`src/rtl/buddy_block_allocator_unit_defines.svh`:
```
// assertion macros for the buddy block allocator unit
// used by the top level; expects clk and arst_n in scope
`ifndef BUDDY_BLOCK_ALLOCATOR_UNIT_DEFINES_SVH
`define BUDDY_BLOCK_ALLOCATOR_UNIT_DEFINES_SVH

// same-cycle implication
`define BBAU_ASSERT_NOW(name, ante, cons) \
	name: assert property (@(posedge clk) disable iff (!arst_n) (ante) |-> (cons)) \
	else $error("bbau assertion failed");

// next-cycle implication
`define BBAU_ASSERT_NEXT(name, ante, cons) \
	name: assert property (@(posedge clk) disable iff (!arst_n) (ante) |=> (cons)) \
	else $error("bbau assertion failed");

`endif

```
`src/rtl/bbau_pkg.sv`:
```
// shared types and constants for the buddy block allocator unit
// no dependencies
package bbau_pkg;

	localparam int WORD_BITS  = 32;
	localparam int WBIT_W     = 5;
	localparam int SIZE_W     = 13;
	localparam int ADDR_W     = 14;
	localparam int STATUS_W   = 2;
	localparam int LEVEL_W    = 3;
	localparam int IN_DATA_W  = 32;
	localparam int OUT_DATA_W = 24;

	localparam logic [STATUS_W-1:0] ST_OK      = 2'd0;
	localparam logic [STATUS_W-1:0] ST_NOBLOCK = 2'd1;
	localparam logic [STATUS_W-1:0] ST_TOOBIG  = 2'd2;
	localparam logic [STATUS_W-1:0] ST_NOMEM   = 2'd3;

	typedef enum logic [3:0] {
		CMD_NONE,
		CMD_CLEAR,
		CMD_LOAD,
		CMD_SCAN_RD,
		CMD_SCAN_CHK,
		CMD_SPLIT,
		CMD_WR_BUD_SET,
		CMD_ALLOC_OK,
		CMD_GL_CHK,
		CMD_RD_OWN,
		CMD_CHECK,
		CMD_RD_BUD,
		CMD_WR_BUD_CLR_UP,
		CMD_WR_OWN_SET,
		CMD_POST
	} cmd_t;

	typedef struct packed {
		logic clr_last;
		logic in_op;
		logic in_reject;
		logic scan_hit;
		logic scan_last;
		logic gl_bad;
		logic ck_hit;
		logic k_top;
		logic k_eq_lvl;
		logic bud_free;
		logic out_busy;
	} dp_stat_t;

endpackage

```
`src/rtl/bbau_ram.sv`:
```
// generic single-port-write, single-port-read ram with registered read
// no dependencies
module bbau_ram #(
	parameter int WIDTH = 8,
	parameter int DEPTH = 16
) (
	input  logic                                  clk,
	input  logic                                  we,
	input  logic [(DEPTH > 1 ? $clog2(DEPTH) : 1)-1:0] waddr,
	input  logic [WIDTH-1:0]                      wdata,
	input  logic [(DEPTH > 1 ? $clog2(DEPTH) : 1)-1:0] raddr,
	output logic [WIDTH-1:0]                      rdata
);

	logic [WIDTH-1:0] mem_q [DEPTH];

	always_ff @(posedge clk) begin
		if (we) begin
			mem_q[waddr] <= wdata;
		end
		rdata <= mem_q[raddr];
	end

endmodule

```
`src/rtl/bbau_ctrl.sv`:
```
// controller state machine of the buddy block allocator unit
// depends on bbau_pkg
module bbau_ctrl (
	input  logic              clk,
	input  logic              arst_n,
	input  logic              s_tvalid,
	output logic              s_tready,
	input  bbau_pkg::dp_stat_t stat,
	output bbau_pkg::cmd_t    cmd
);

	typedef enum logic [13:0] {
		S_CLEAR = 14'b00000000000001,
		S_IDLE  = 14'b00000000000010,
		S_SRD   = 14'b00000000000100,
		S_SCHK  = 14'b00000000001000,
		S_SPL   = 14'b00000000010000,
		S_SPW   = 14'b00000000100000,
		S_FGL   = 14'b00000001000000,
		S_FCK   = 14'b00000010000000,
		S_FCKD  = 14'b00000100000000,
		S_FMG   = 14'b00001000000000,
		S_FMGD  = 14'b00010000000000,
		S_FSET  = 14'b00100000000000,
		S_FSETW = 14'b01000000000000,
		S_POST  = 14'b10000000000000
	} state_t;

	state_t state_q, state_d;

	assign s_tready = (state_q == S_IDLE);

	always_comb begin
		state_d = state_q;
		cmd     = bbau_pkg::CMD_NONE;
		case (state_q)
			S_CLEAR: begin
				cmd = bbau_pkg::CMD_CLEAR;
				if (stat.clr_last) state_d = S_IDLE;
			end
			S_IDLE: begin
				if (s_tvalid) begin
					cmd = bbau_pkg::CMD_LOAD;
					if (stat.in_reject) state_d = S_POST;
					else if (stat.in_op) state_d = S_FGL;
					else state_d = S_SRD;
				end
			end
			S_SRD: begin
				cmd     = bbau_pkg::CMD_SCAN_RD;
				state_d = S_SCHK;
			end
			S_SCHK: begin
				cmd = bbau_pkg::CMD_SCAN_CHK;
				if (stat.scan_hit) state_d = S_SPL;
				else if (stat.scan_last) state_d = S_POST;
				else state_d = S_SRD;
			end
			S_SPL: begin
				if (stat.k_eq_lvl) begin
					cmd     = bbau_pkg::CMD_ALLOC_OK;
					state_d = S_POST;
				end else begin
					cmd     = bbau_pkg::CMD_SPLIT;
					state_d = S_SPW;
				end
			end
			S_SPW: begin
				cmd     = bbau_pkg::CMD_WR_BUD_SET;
				state_d = S_SPL;
			end
			S_FGL: begin
				cmd     = bbau_pkg::CMD_GL_CHK;
				state_d = stat.gl_bad ? S_POST : S_FCK;
			end
			S_FCK: begin
				cmd     = bbau_pkg::CMD_RD_OWN;
				state_d = S_FCKD;
			end
			S_FCKD: begin
				cmd = bbau_pkg::CMD_CHECK;
				if (stat.ck_hit) state_d = S_POST;
				else if (stat.k_top) state_d = S_FMG;
				else state_d = S_FCK;
			end
			S_FMG: begin
				if (stat.k_top) begin
					state_d = S_FSET;
				end else begin
					cmd     = bbau_pkg::CMD_RD_BUD;
					state_d = S_FMGD;
				end
			end
			S_FMGD: begin
				if (stat.bud_free) begin
					cmd     = bbau_pkg::CMD_WR_BUD_CLR_UP;
					state_d = S_FMG;
				end else begin
					state_d = S_FSET;
				end
			end
			S_FSET: begin
				cmd     = bbau_pkg::CMD_RD_OWN;
				state_d = S_FSETW;
			end
			S_FSETW: begin
				cmd     = bbau_pkg::CMD_WR_OWN_SET;
				state_d = S_POST;
			end
			S_POST: begin
				if (!stat.out_busy) begin
					cmd     = bbau_pkg::CMD_POST;
					state_d = S_IDLE;
				end
			end
			default: begin
				state_d = S_CLEAR;
			end
		endcase
	end

	always_ff @(posedge clk or negedge arst_n) begin
		if (!arst_n) begin
			state_q <= S_CLEAR;
		end else begin
			state_q <= state_d;
		end
	end

endmodule

```
`src/rtl/bbau_dp.sv`:
```
// datapath of the buddy block allocator unit: free map, granted levels, result register
// depends on bbau_pkg and bbau_ram
module bbau_dp #(
	parameter int MIN_LOG      = 5,
	parameter int LEVEL_COUNT  = 8,
	parameter int PAGE_BYTES   = 4096,
	parameter int POOL_PAGES   = 4,
	parameter int HEADER_BYTES = 24
) (
	input  logic                                clk,
	input  logic                                arst_n,
	input  bbau_pkg::cmd_t                      cmd,
	output bbau_pkg::dp_stat_t                  stat,
	input  logic [bbau_pkg::IN_DATA_W-1:0]      s_tdata,
	input  logic                                s_tuser,
	output logic                                m_tvalid,
	input  logic                                m_tready,
	output logic [bbau_pkg::OUT_DATA_W-1:0]     m_tdata,
	output logic [bbau_pkg::STATUS_W-1:0]       m_tuser
);

	localparam int TOP      = LEVEL_COUNT - 1;
	localparam int UNITS    = POOL_PAGES << TOP;
	localparam int U_W      = $clog2(UNITS);
	localparam int LV_W     = $clog2(LEVEL_COUNT);
	localparam int FM_BITS  = 2 * UNITS - ((2 * UNITS) >> LEVEL_COUNT);
	localparam int WB       = bbau_pkg::WORD_BITS;
	localparam int WBW      = bbau_pkg::WBIT_W;
	localparam int FM_DEPTH = (FM_BITS + WB - 1) / WB;
	localparam int WA_W     = FM_DEPTH > 1 ? $clog2(FM_DEPTH) : 1;
	localparam int IDX_W    = WA_W + WBW;
	localparam int SZW      = bbau_pkg::SIZE_W;
	localparam int AW       = bbau_pkg::ADDR_W;
	localparam int STW      = bbau_pkg::STATUS_W;
	localparam int LVO      = bbau_pkg::LEVEL_W;
	localparam int ODW      = bbau_pkg::OUT_DATA_W;

	function automatic logic [IDX_W-1:0] base_of(input logic [LV_W-1:0] k);
		return IDX_W'((2 * UNITS) - ((2 * UNITS) >> k));
	endfunction

	function automatic logic [IDX_W-1:0] oidx(input logic [LV_W-1:0] k,
		input logic [U_W-1:0] u);
		return base_of(k) + IDX_W'(u >> k);
	endfunction

	function automatic logic [IDX_W-1:0] bidx(input logic [LV_W-1:0] k,
		input logic [U_W-1:0] u);
		return base_of(k) + IDX_W'((u >> k) ^ U_W'(1));
	endfunction

	// registers
	logic [WA_W-1:0]  clr_q, scan_q;
	logic [LV_W-1:0]  lvl_q, k_q;
	logic [U_W-1:0]   u_q;
	logic [AW-1:0]    addr_q;
	logic [STW-1:0]   res_st_q;
	logic [AW-1:0]    res_addr_q;
	logic [LVO-1:0]   res_lvl_q;
	logic             out_valid_q;
	logic [STW-1:0]   out_st_q;
	logic [AW-1:0]    out_addr_q;
	logic [LVO-1:0]   out_lvl_q;

	// memories
	logic             fm_we;
	logic [WA_W-1:0]  fm_waddr, fm_raddr;
	logic [WB-1:0]    fm_wdata, fm_rdata;
	logic             gl_we;
	logic [U_W-1:0]   gl_waddr;
	logic [LV_W-1:0]  gl_rdata;

	// input decode
	logic [SZW-1:0]   in_size;
	logic [AW-1:0]    in_addr;
	logic [31:0]      total, start;
	logic [LV_W:0]    need_cnt;
	logic [IDX_W-1:0] need_base;
	logic             a_zero, a_big, f_bad;
	logic [U_W-1:0]   u_in;

	always_comb begin
		in_size  = s_tdata[SZW-1:0];
		in_addr  = s_tdata[SZW+AW-1:SZW];
		total    = 32'(in_size) + 32'(HEADER_BYTES);
		need_cnt = '0;
		for (int l = 0; l < LEVEL_COUNT; l++) begin
			if ((32'd1 << (MIN_LOG + l)) < total) need_cnt = need_cnt + 1'b1;
		end
		need_base = base_of(LV_W'(need_cnt));
		a_zero = (in_size == '0);
		a_big  = total > 32'(PAGE_BYTES);
		start  = 32'(in_addr) - 32'(HEADER_BYTES);
		f_bad  = (32'(in_addr) < 32'(HEADER_BYTES)) ||
			((start & ((32'd1 << MIN_LOG) - 32'd1)) != 32'd0) ||
			((start >> MIN_LOG) >= 32'(UNITS));
		u_in   = U_W'(start >> MIN_LOG);
	end

	// scan decode
	logic [WB-1:0]    scan_mask;
	logic [WBW-1:0]   hit_pos;
	logic             hit;
	logic [IDX_W-1:0] found_f, found_b;
	logic [LV_W-1:0]  found_k;
	logic [U_W-1:0]   found_u;
	logic [WB-1:0]    init_word;

	always_comb begin
		for (int i = 0; i < WB; i++) begin
			scan_mask[i] = ({scan_q, WBW'(i)} >= base_of(lvl_q)) &&
				(32'({scan_q, WBW'(i)}) < 32'(FM_BITS)) && fm_rdata[i];
			init_word[i] = ({clr_q, WBW'(i)} >= base_of(LV_W'(TOP))) &&
				(32'({clr_q, WBW'(i)}) < 32'(FM_BITS));
		end
		hit     = |scan_mask;
		hit_pos = '0;
		for (int i = WB - 1; i >= 0; i--) begin
			if (scan_mask[i]) hit_pos = WBW'(i);
		end
		found_f = {scan_q, hit_pos};
		found_k = '0;
		for (int l = 1; l < LEVEL_COUNT; l++) begin
			if (base_of(LV_W'(l)) <= found_f) found_k = found_k + 1'b1;
		end
		found_b = found_f - base_of(found_k);
		found_u = U_W'(32'(found_b) << found_k);
	end

	logic [IDX_W-1:0] own_i, bud_i, spl_i;
	logic [LV_W-1:0]  k_dn;
	logic             gl_bad;

	always_comb begin
		k_dn   = k_q - 1'b1;
		own_i  = oidx(k_q, u_q);
		bud_i  = bidx(k_q, u_q);
		spl_i  = bidx(k_dn, u_q);
		gl_bad = (32'(gl_rdata) >= 32'(LEVEL_COUNT)) ||
			((32'(u_q) & ((32'd1 << gl_rdata) - 32'd1)) != 32'd0);
	end

	// memory port selection
	always_comb begin
		fm_we    = 1'b0;
		fm_waddr = scan_q;
		fm_wdata = fm_rdata;
		fm_raddr = scan_q;
		case (cmd)
			bbau_pkg::CMD_CLEAR: begin
				fm_we    = 1'b1;
				fm_waddr = clr_q;
				fm_wdata = init_word;
			end
			bbau_pkg::CMD_SCAN_CHK: begin
				fm_we    = hit;
				fm_wdata = fm_rdata & ~(WB'(1) << hit_pos);
			end
			bbau_pkg::CMD_SPLIT: begin
				fm_raddr = spl_i[IDX_W-1:WBW];
			end
			bbau_pkg::CMD_WR_BUD_SET: begin
				fm_we    = 1'b1;
				fm_waddr = bud_i[IDX_W-1:WBW];
				fm_wdata = fm_rdata | (WB'(1) << bud_i[WBW-1:0]);
			end
			bbau_pkg::CMD_RD_OWN: begin
				fm_raddr = own_i[IDX_W-1:WBW];
			end
			bbau_pkg::CMD_RD_BUD: begin
				fm_raddr = bud_i[IDX_W-1:WBW];
			end
			bbau_pkg::CMD_WR_BUD_CLR_UP: begin
				fm_we    = 1'b1;
				fm_waddr = bud_i[IDX_W-1:WBW];
				fm_wdata = fm_rdata & ~(WB'(1) << bud_i[WBW-1:0]);
			end
			bbau_pkg::CMD_WR_OWN_SET: begin
				fm_we    = 1'b1;
				fm_waddr = own_i[IDX_W-1:WBW];
				fm_wdata = fm_rdata | (WB'(1) << own_i[WBW-1:0]);
			end
			default: begin
				fm_we = 1'b0;
			end
		endcase
		gl_we    = (cmd == bbau_pkg::CMD_SCAN_CHK) && hit;
		gl_waddr = found_u;
	end

	bbau_ram #(.WIDTH(WB), .DEPTH(FM_DEPTH)) u_free_map (
		.clk   (clk),
		.we    (fm_we),
		.waddr (fm_waddr),
		.wdata (fm_wdata),
		.raddr (fm_raddr),
		.rdata (fm_rdata)
	);

	bbau_ram #(.WIDTH(LV_W), .DEPTH(UNITS)) u_granted (
		.clk   (clk),
		.we    (gl_we),
		.waddr (gl_waddr),
		.wdata (lvl_q),
		.raddr (u_in),
		.rdata (gl_rdata)
	);

	// status to controller
	always_comb begin
		stat.clr_last  = (clr_q == WA_W'(FM_DEPTH - 1));
		stat.in_op     = s_tuser;
		stat.in_reject = s_tuser ? f_bad : (a_zero || a_big);
		stat.scan_hit  = hit;
		stat.scan_last = (scan_q == WA_W'(FM_DEPTH - 1));
		stat.gl_bad    = gl_bad;
		stat.ck_hit    = fm_rdata[own_i[WBW-1:0]];
		stat.k_top     = (k_q == LV_W'(TOP));
		stat.k_eq_lvl  = (k_q == lvl_q);
		stat.bud_free  = fm_rdata[bud_i[WBW-1:0]];
		stat.out_busy  = out_valid_q && !m_tready;
	end

	// clear pointer and output valid
	always_ff @(posedge clk or negedge arst_n) begin
		if (!arst_n) begin
			clr_q       <= '0;
			out_valid_q <= 1'b0;
		end else begin
			if (cmd == bbau_pkg::CMD_CLEAR) clr_q <= clr_q + 1'b1;
			if (cmd == bbau_pkg::CMD_POST) out_valid_q <= 1'b1;
			else if (m_tready) out_valid_q <= 1'b0;
		end
	end

	// working and result registers
	always_ff @(posedge clk) begin
		case (cmd)
			bbau_pkg::CMD_LOAD: begin
				lvl_q      <= LV_W'(need_cnt);
				addr_q     <= in_addr;
				u_q        <= u_in;
				scan_q     <= need_base[IDX_W-1:WBW];
				res_addr_q <= '0;
				res_lvl_q  <= '0;
				if (s_tuser || a_zero) res_st_q <= bbau_pkg::ST_NOBLOCK;
				else res_st_q <= bbau_pkg::ST_TOOBIG;
			end
			bbau_pkg::CMD_SCAN_CHK: begin
				if (hit) begin
					u_q <= found_u;
					k_q <= found_k;
				end else if (scan_q == WA_W'(FM_DEPTH - 1)) begin
					res_st_q   <= bbau_pkg::ST_NOMEM;
					res_addr_q <= '0;
					res_lvl_q  <= '0;
				end else begin
					scan_q <= scan_q + 1'b1;
				end
			end
			bbau_pkg::CMD_SPLIT: begin
				k_q <= k_dn;
			end
			bbau_pkg::CMD_ALLOC_OK: begin
				res_st_q   <= bbau_pkg::ST_OK;
				res_addr_q <= AW'((32'(u_q) << MIN_LOG) + 32'(HEADER_BYTES));
				res_lvl_q  <= LVO'(lvl_q);
			end
			bbau_pkg::CMD_GL_CHK: begin
				k_q   <= gl_rdata;
				lvl_q <= gl_rdata;
				res_st_q   <= bbau_pkg::ST_NOBLOCK;
				res_addr_q <= '0;
				res_lvl_q  <= '0;
			end
			bbau_pkg::CMD_CHECK: begin
				if (!fm_rdata[own_i[WBW-1:0]]) begin
					if (k_q == LV_W'(TOP)) k_q <= lvl_q;
					else k_q <= k_q + 1'b1;
				end
			end
			bbau_pkg::CMD_WR_BUD_CLR_UP: begin
				u_q <= u_q & ~(U_W'(1) << k_q);
				k_q <= k_q + 1'b1;
			end
			bbau_pkg::CMD_WR_OWN_SET: begin
				res_st_q   <= bbau_pkg::ST_OK;
				res_addr_q <= addr_q;
				res_lvl_q  <= LVO'(k_q);
			end
			bbau_pkg::CMD_POST: begin
				out_st_q   <= res_st_q;
				out_addr_q <= res_addr_q;
				out_lvl_q  <= res_lvl_q;
			end
			default: begin
				k_q <= k_q;
			end
		endcase
	end

	assign m_tvalid = out_valid_q;
	assign m_tuser  = out_st_q;
	assign m_tdata  = ODW'({out_lvl_q, out_addr_q});

endmodule

```
`src/rtl/buddy_block_allocator_unit.sv`:
```
// Buddy block allocator unit, top level: controller, datapath and assertions.
// Depends on bbau_pkg, bbau_ram, bbau_ctrl, bbau_dp and the defines header.
//
// Input stream (s_*): one request per transfer. s_tuser is the op (0 allocate,
// 1 free); s_tdata holds request_bytes [12:0] and release_address [26:13].
// Output stream (m_*): one result per request, in order. m_tuser is the status;
// m_tdata holds payload_address [13:0] and block_level [16:14].
// After reset the free map is initialized by a pass of one word per cycle
// over its ceil(free map bits / 32) words (32 at the default sizes); no request
// is taken until it ends. One request is worked on at a time.
// Allocate scans free-map words from the wanted level upward and splits the
// found block down to the wanted level; a rejected request goes straight to
// its result. Free reads the granted level, checks for an enclosing free block,
// merges with free buddies up to a busy buddy or the top level, then sets its bit.
// The result sits in an output register; if m_tready is low the unit finishes
// the next request and then waits to post its result until the register frees.
`include "buddy_block_allocator_unit_defines.svh"

module buddy_block_allocator_unit #(
	parameter int MIN_LOG      = 5,
	parameter int LEVEL_COUNT  = 8,
	parameter int PAGE_BYTES   = 4096,
	parameter int POOL_PAGES   = 4,
	parameter int HEADER_BYTES = 24
) (
	input  logic                            clk,
	input  logic                            arst_n,
	input  logic                            s_tvalid,
	output logic                            s_tready,
	// request_bytes, release_address, zero fill
	input  logic [bbau_pkg::IN_DATA_W-1:0]  s_tdata,
	// op
	input  logic                            s_tuser,
	output logic                            m_tvalid,
	input  logic                            m_tready,
	// payload_address, block_level, zero fill
	output logic [bbau_pkg::OUT_DATA_W-1:0] m_tdata,
	// status
	output logic [bbau_pkg::STATUS_W-1:0]   m_tuser
);

	bbau_pkg::cmd_t     cmd;
	bbau_pkg::dp_stat_t stat;

	bbau_ctrl u_ctrl (
		.clk      (clk),
		.arst_n   (arst_n),
		.s_tvalid (s_tvalid),
		.s_tready (s_tready),
		.stat     (stat),
		.cmd      (cmd)
	);

	bbau_dp #(
		.MIN_LOG      (MIN_LOG),
		.LEVEL_COUNT  (LEVEL_COUNT),
		.PAGE_BYTES   (PAGE_BYTES),
		.POOL_PAGES   (POOL_PAGES),
		.HEADER_BYTES (HEADER_BYTES)
	) u_dp (
		.clk      (clk),
		.arst_n   (arst_n),
		.cmd      (cmd),
		.stat     (stat),
		.s_tdata  (s_tdata),
		.s_tuser  (s_tuser),
		.m_tvalid (m_tvalid),
		.m_tready (m_tready),
		.m_tdata  (m_tdata),
		.m_tuser  (m_tuser)
	);

	`BBAU_ASSERT_NEXT(a_busy_after_accept, s_tvalid && s_tready, !s_tready)
	`BBAU_ASSERT_NEXT(a_post_gives_valid, cmd == bbau_pkg::CMD_POST, m_tvalid)
	`BBAU_ASSERT_NOW(a_no_post_over_stall, m_tvalid && !m_tready, cmd != bbau_pkg::CMD_POST)

endmodule

```
`config.mk`:
```
export PLATFORM = sky130hd
export DESIGN_NAME = buddy_block_allocator_unit
export DESIGN_NICKNAME = d
export VERILOG_FILES = /design/src/rtl/bbau_pkg.sv /design/src/rtl/bbau_ram.sv /design/src/rtl/bbau_ctrl.sv /design/src/rtl/bbau_dp.sv /design/src/rtl/buddy_block_allocator_unit.sv
export VERILOG_INCLUDE_DIRS = /design/src /design/src/rtl
export SDC_FILE = /design/constraint.sdc
export NUM_CORES = 2
export LEC_CHECK = 0
export BUFFER_PORTS_ARGS = -buffer_cell sky130_fd_sc_hd__buf_2
export CORE_MARGIN = 3
export CORE_UTILIZATION = 56
export DETAILED_ROUTE_END_ITERATION = 8
export GPL_TIMING_DRIVEN = 0
export HOLD_SLACK_MARGIN = 0.1
export PLACE_DENSITY = 0.81
export SLEW_MARGIN = 20
export SYNTH_ARGS = -nofsm -noshare
export SYNTH_HDL_FRONTEND = slang
export SYNTH_SLANG_ARGS = --single-unit
```
`constraint.sdc`:
```
create_clock -name clk -period 22.6 [get_ports clk]
set_clock_uncertainty 0.15 [all_clocks]
set_input_delay 2.26 -clock clk [delete_from_list [all_inputs] [get_ports clk]]
set_output_delay 2.26 -clock clk [all_outputs]
set_load 0.01 [all_outputs]
```
==> results <==
- The number of detailed-route iterations in the first pass is 7.
- The flow ran to the end, and the final reports show no timing, DRC or antenna violations.
- The leakage power figure is 43.4 nW.
- The die width is 459 um.
- After floorplanning, the core was sized to cover 203000 um2.
- The number of standard cells after synthesis is 6738.
- The library cell occupying the most area in the post-synthesis netlist is sky130_fd_sc_hd__edfxtp_1.
- For this run, the total global-route usage over all layers was measured as 32.6%.
- The clock buffer count from CTS is 233.
- The number of setup buffers added after CTS is 0.
- Wires add up to 347000 um.
- The via count is 72700.
- The count of synthesis-stage warnings from yosys is 0.
- The number of antenna violations at the first check in global routing is 22.
- The critical path data required time is 22960 ps.
- After layout, the worst setup slack is 11870 ps.
- The number of gates resized after CTS was 0.
- The combined area of the multi-input logic cells is 32800 um2.
- TritonCTS built the clock tree.
- The detailed-routed wire length on met3 is 58100 um.
- The routed length per instance is 34.0 um.
- STA classifies the critical path endpoint as a register.
- After detailed routing, the met2 layer carries 153000 um of wire.
- The first global-routing pass estimated 494000 um of wire.
- The arrival time at the worst endpoint is 11090 ps.
- The met1 wire length is 118000 um.
- The cell area that synthesis handed to floorplanning was 115000 um2.
- The source-to-sink clock delay at the later pin of the worst-skew pair is 900 ps.
- The wire-length estimate of the detail-placed layout is 246000 um.
- After clock tree synthesis, the flow added hold-fix buffers numbering 0.
- For this block, the initial DRC count from the detailed router was 12900.
- At the pin with the least slew margin, the transition time is 1310 ps.
- Clock-pin slew was measured on the worst setup and hold paths at 70 ps.
- The depth of the CTS H-tree is 4.
- Of all nets on the critical path, the largest fanout is 10.
- The top layer used by detailed routing is met5.
- The total of buffers placed on input and output ports is 45.
- The number of endpoints with negative hold slack in the final report was 0.
- The remaining global-route overflow is 0.
- Entering global routing, the biggest net connects 33 pins.
- The path type of the worst setup path is register to register.
- The worst path in the final design needs a cycle of 10730 ps, including I/O delays and setup.
- STA classifies the critical path startpoint as a register.
- The floorplan has 165 rows.
- VDD sags by at most 0.0000844 V.
- The final setup TNS is 0 ps.
- Yosys attributes the largest share of cell area to sky130_fd_sc_hd__edfxtp_1 (69%), sky130_fd_sc_hd__mux4_2 (8.3%), sky130_fd_sc_hd__mux2i_1 (8.0%).
- The area used by sequential logic in the layout is 80200 um2.
- Setup repair after global routing left no endpoint under its margin.
- The die is 459 um tall.
- The via count of the first global-routing pass is 70000.
- The classification of the worst-slack hold path is register to register.
- The count of flip-flops with a built-in enable after synthesis is 2632.
- The clock sink count is 2687.
- Fill cells in the final layout number 13100.
- Once detail routing completed, the nets flagged for antenna violations numbered 0.
- The ratio of cells with drive above 1 in the final layout is 19.2%.
- Using the TritonRoute via totals, the vias-per-cell ratio works out to 7.12.
- The headroom to the max-slew limit is 12.2%.
- The area growth from synthesis to layout is 13.3%.
- The count of pins over their slew limit is 0.
- Setup violations remaining at the end of the flow were counted as 0.
- The longest clock path from root to sink contains 3 buffers.
- Timing would allow up to 0.0932 GHz.
- The delay of the slowest critical-path stage is 1090 ps.
- Counting flops with an async set or reset pin after synthesis yields a share of 0.744%.
- The starting utilization of the core area is 56.5%.
- The floorplan step defined a die boundary enclosing 210000 um2.
- The largest individual stage delay along the critical path comes from the cell sky130_fd_sc_hd__nor4_1.
- The final critical-path share of the clock period is 47.5%.
- The leading register cell type out of synthesis is sky130_fd_sc_hd__edfxtp_1.
- Hold timing on the final database bottoms out at a slack of 252 ps.
- The sequential share of the synthesized area is 69.9%.
- The tree is rooted in a sky130_fd_sc_hd__clkbuf_16.
- The number of storage elements in the synthesis netlist is 2687.
- The final net count is 7409.
- The final RePlAce weighted congestion is 1.02.
- After synthesis, the netlist uses 106 different library cells.
- The pre-CTS setup slack is 12380 ps.
- Total power for the finished layout comes to 13.0 mW.
- Dividing the synthesized area by the synthesized cell count gives 17.0 um2.
- The cell repeated most along the worst path is sky130_fd_sc_hd__ha_1.
- The tool flagged a number of max-cap violations equal to 0.
- The number of primary I/O pins is 65.
- For this run, design rule violations remaining after detail routing come to 0.
- The area share of the leading cell type in the synthesized netlist is 68.9%.
- In this run the power density over the cells is 100 nW/um2.
==> cell usage after synthesis, types with 8 or more instances <==
master and n:
sky130_fd_sc_hd__a22oi_1 12, sky130_fd_sc_hd__o31ai_1 19, sky130_fd_sc_hd__buf_2 140, sky130_fd_sc_hd__clkbuf_1 309, sky130_fd_sc_hd__nand2b_1 18, sky130_fd_sc_hd__buf_1 63
sky130_fd_sc_hd__o22ai_1 137, sky130_fd_sc_hd__o21ai_1 9, sky130_fd_sc_hd__o211ai_1 27, sky130_fd_sc_hd__o21a_1 13, sky130_fd_sc_hd__buf_4 19, sky130_fd_sc_hd__mux2i_1 912
sky130_fd_sc_hd__dfxtp_1 35, sky130_fd_sc_hd__nand4_1 14, sky130_fd_sc_hd__nand3_1 65, sky130_fd_sc_hd__edfxtp_1 2632, sky130_fd_sc_hd__a22o_1 11, sky130_fd_sc_hd__xnor2_1 38
sky130_fd_sc_hd__a21oi_1 201, sky130_fd_sc_hd__or4_1 11, sky130_fd_sc_hd__nor4_1 319, sky130_fd_sc_hd__o221ai_1 13, sky130_fd_sc_hd__or3_1 14, sky130_fd_sc_hd__nand2_1 129
sky130_fd_sc_hd__xor2_1 25, sky130_fd_sc_hd__a21o_1 20, sky130_fd_sc_hd__a31oi_1 21, sky130_fd_sc_hd__mux4_2 425, sky130_fd_sc_hd__dfrtp_1 19, sky130_fd_sc_hd__nor2_1 119
sky130_fd_sc_hd__mux2_2 14, sky130_fd_sc_hd__nor2b_1 115, sky130_fd_sc_hd__a211oi_1 117, sky130_fd_sc_hd__nor3_1 311, sky130_fd_sc_hd__and2_1 18, sky130_fd_sc_hd__inv_1 50
sky130_fd_sc_hd__ha_1 53, sky130_fd_sc_hd__o21ai_0 81, sky130_fd_sc_hd__and3_1 18, sky130_fd_sc_hd__nand3b_1 8
==> per-stage QoR <==
stage	instances	cell area [um2]	util [%]
floorplan	6744	115000	-
finish	10200	130000	64.1
detailed placement	9752	122000	60.2
global route	10200	130000	64.1
CTS	10200	130000	64.0
global placement	9461	118000	58.3
==> layout by cell type (no fill, tap or decap), types with 137 or more instances in the layout <==
cell                        Yosys  layout
sky130_fd_sc_hd__clkbuf_16      0     238
sky130_fd_sc_hd__buf_2        140     306
sky130_fd_sc_hd__mux4_2       425     425
sky130_fd_sc_hd__edfxtp_1    2632    2632
sky130_fd_sc_hd__a21oi_1      201     189
sky130_fd_sc_hd__mux2i_1      912     912
sky130_fd_sc_hd__clkbuf_1     309     342
sky130_fd_sc_hd__nor3_1       311     300
sky130_fd_sc_hd__o22ai_1      137     137
sky130_fd_sc_hd__nor4_1       319     292
==> state kept, by name, indices dropped and copies added, names as in the netlist, 5 cells and up <==
name	cells
u_dp.u_granted.mem_q	1536
u_dp.u_free_map.mem_q	1024
u_dp.u_free_map.rdata	32
u_ctrl.state_q	14
u_dp.addr_q	14
u_dp.out_addr_q	14
u_dp.res_addr_q	14
u_dp.u_q	9
u_dp.clr_q	5
u_dp.scan_q	5
==> routing by layer <==
layer / global-route usage [%] / vias to the layer above
met5: 0 / -
met4: 13.8 / 22
met3: 12.6 / 1177
met2: 48.3 / 6742
met1: 43.5 / 36000
li1: - / 28700
==> where the power goes <==
| group | internal, mW | total (mW) | leakage (nW) | switching, mW |
|---|---|---|---|---|
| registers | 6.03 | 6.12 | 24.3 | 0.0961 |
| clock network | 2.27 | 4.08 | 3.78 | 1.81 |
| logic | 0.780 | 2.82 | 15.3 | 2.04 |
==> layout make-up <==
class / count / share of cell area (%)
repair buffers: 338 / 2.61
multi-input cells: 3473 / 25.2
diodes: 9 / 0.0173
flip-flops and latches: 2687 / 61.7
inverters: 51 / 0.147
clock inverters: 148 / 1.22
well taps: 2672 / 2.57
plain buffers: 533 / 1.76
clock buffers: 290 / 4.75
==> path summary, 6_finish.rpt <==
check                                         from                      endpoint  slack, ps  cells past startpoint
worst min-delay path            u_dp.res_addr_q[7]            u_dp.out_addr_q[7]        250                      0
worst max register to register      u_dp.scan_q[3]  u_dp.u_granted.mem_q[112][2]      11870                     34
max in group asynchronous                   arst_n             u_ctrl.state_q[0]      20760                      1
worst min register to register  u_dp.res_addr_q[7]            u_dp.out_addr_q[7]        250                      0
min in group asynchronous                   arst_n             u_ctrl.state_q[8]       1190                      1
worst max-delay path                u_dp.scan_q[3]  u_dp.u_granted.mem_q[112][2]      11870                     34
==> kinds of logic after synthesis <==
family	share of synthesized area [%]
DFF	69.9
muxes	16.5
and+or+nand+nor	5.69
AOI/OAI and AO/OA	4.61
buffers and inverters	2.13
xor gates and xnor gates	0.554
adders and majority gates	0.613
other	0.00327
==> worst max-delay path, delay by kind of cell, from the launching register on <==
family                   cells  cell delay [ps]
XOR/XNOR                     3              460
buffers and inverters        9             2650
AO/OA/AOI/OAI                7             2540
AND/OR/NAND/NOR              6             1600
multiplexers                 2              600
adder cells (fa/ha/maj)      7             1940
flip-flops                   1              420
No activity file was read; power rests on OpenSTA's default activity.
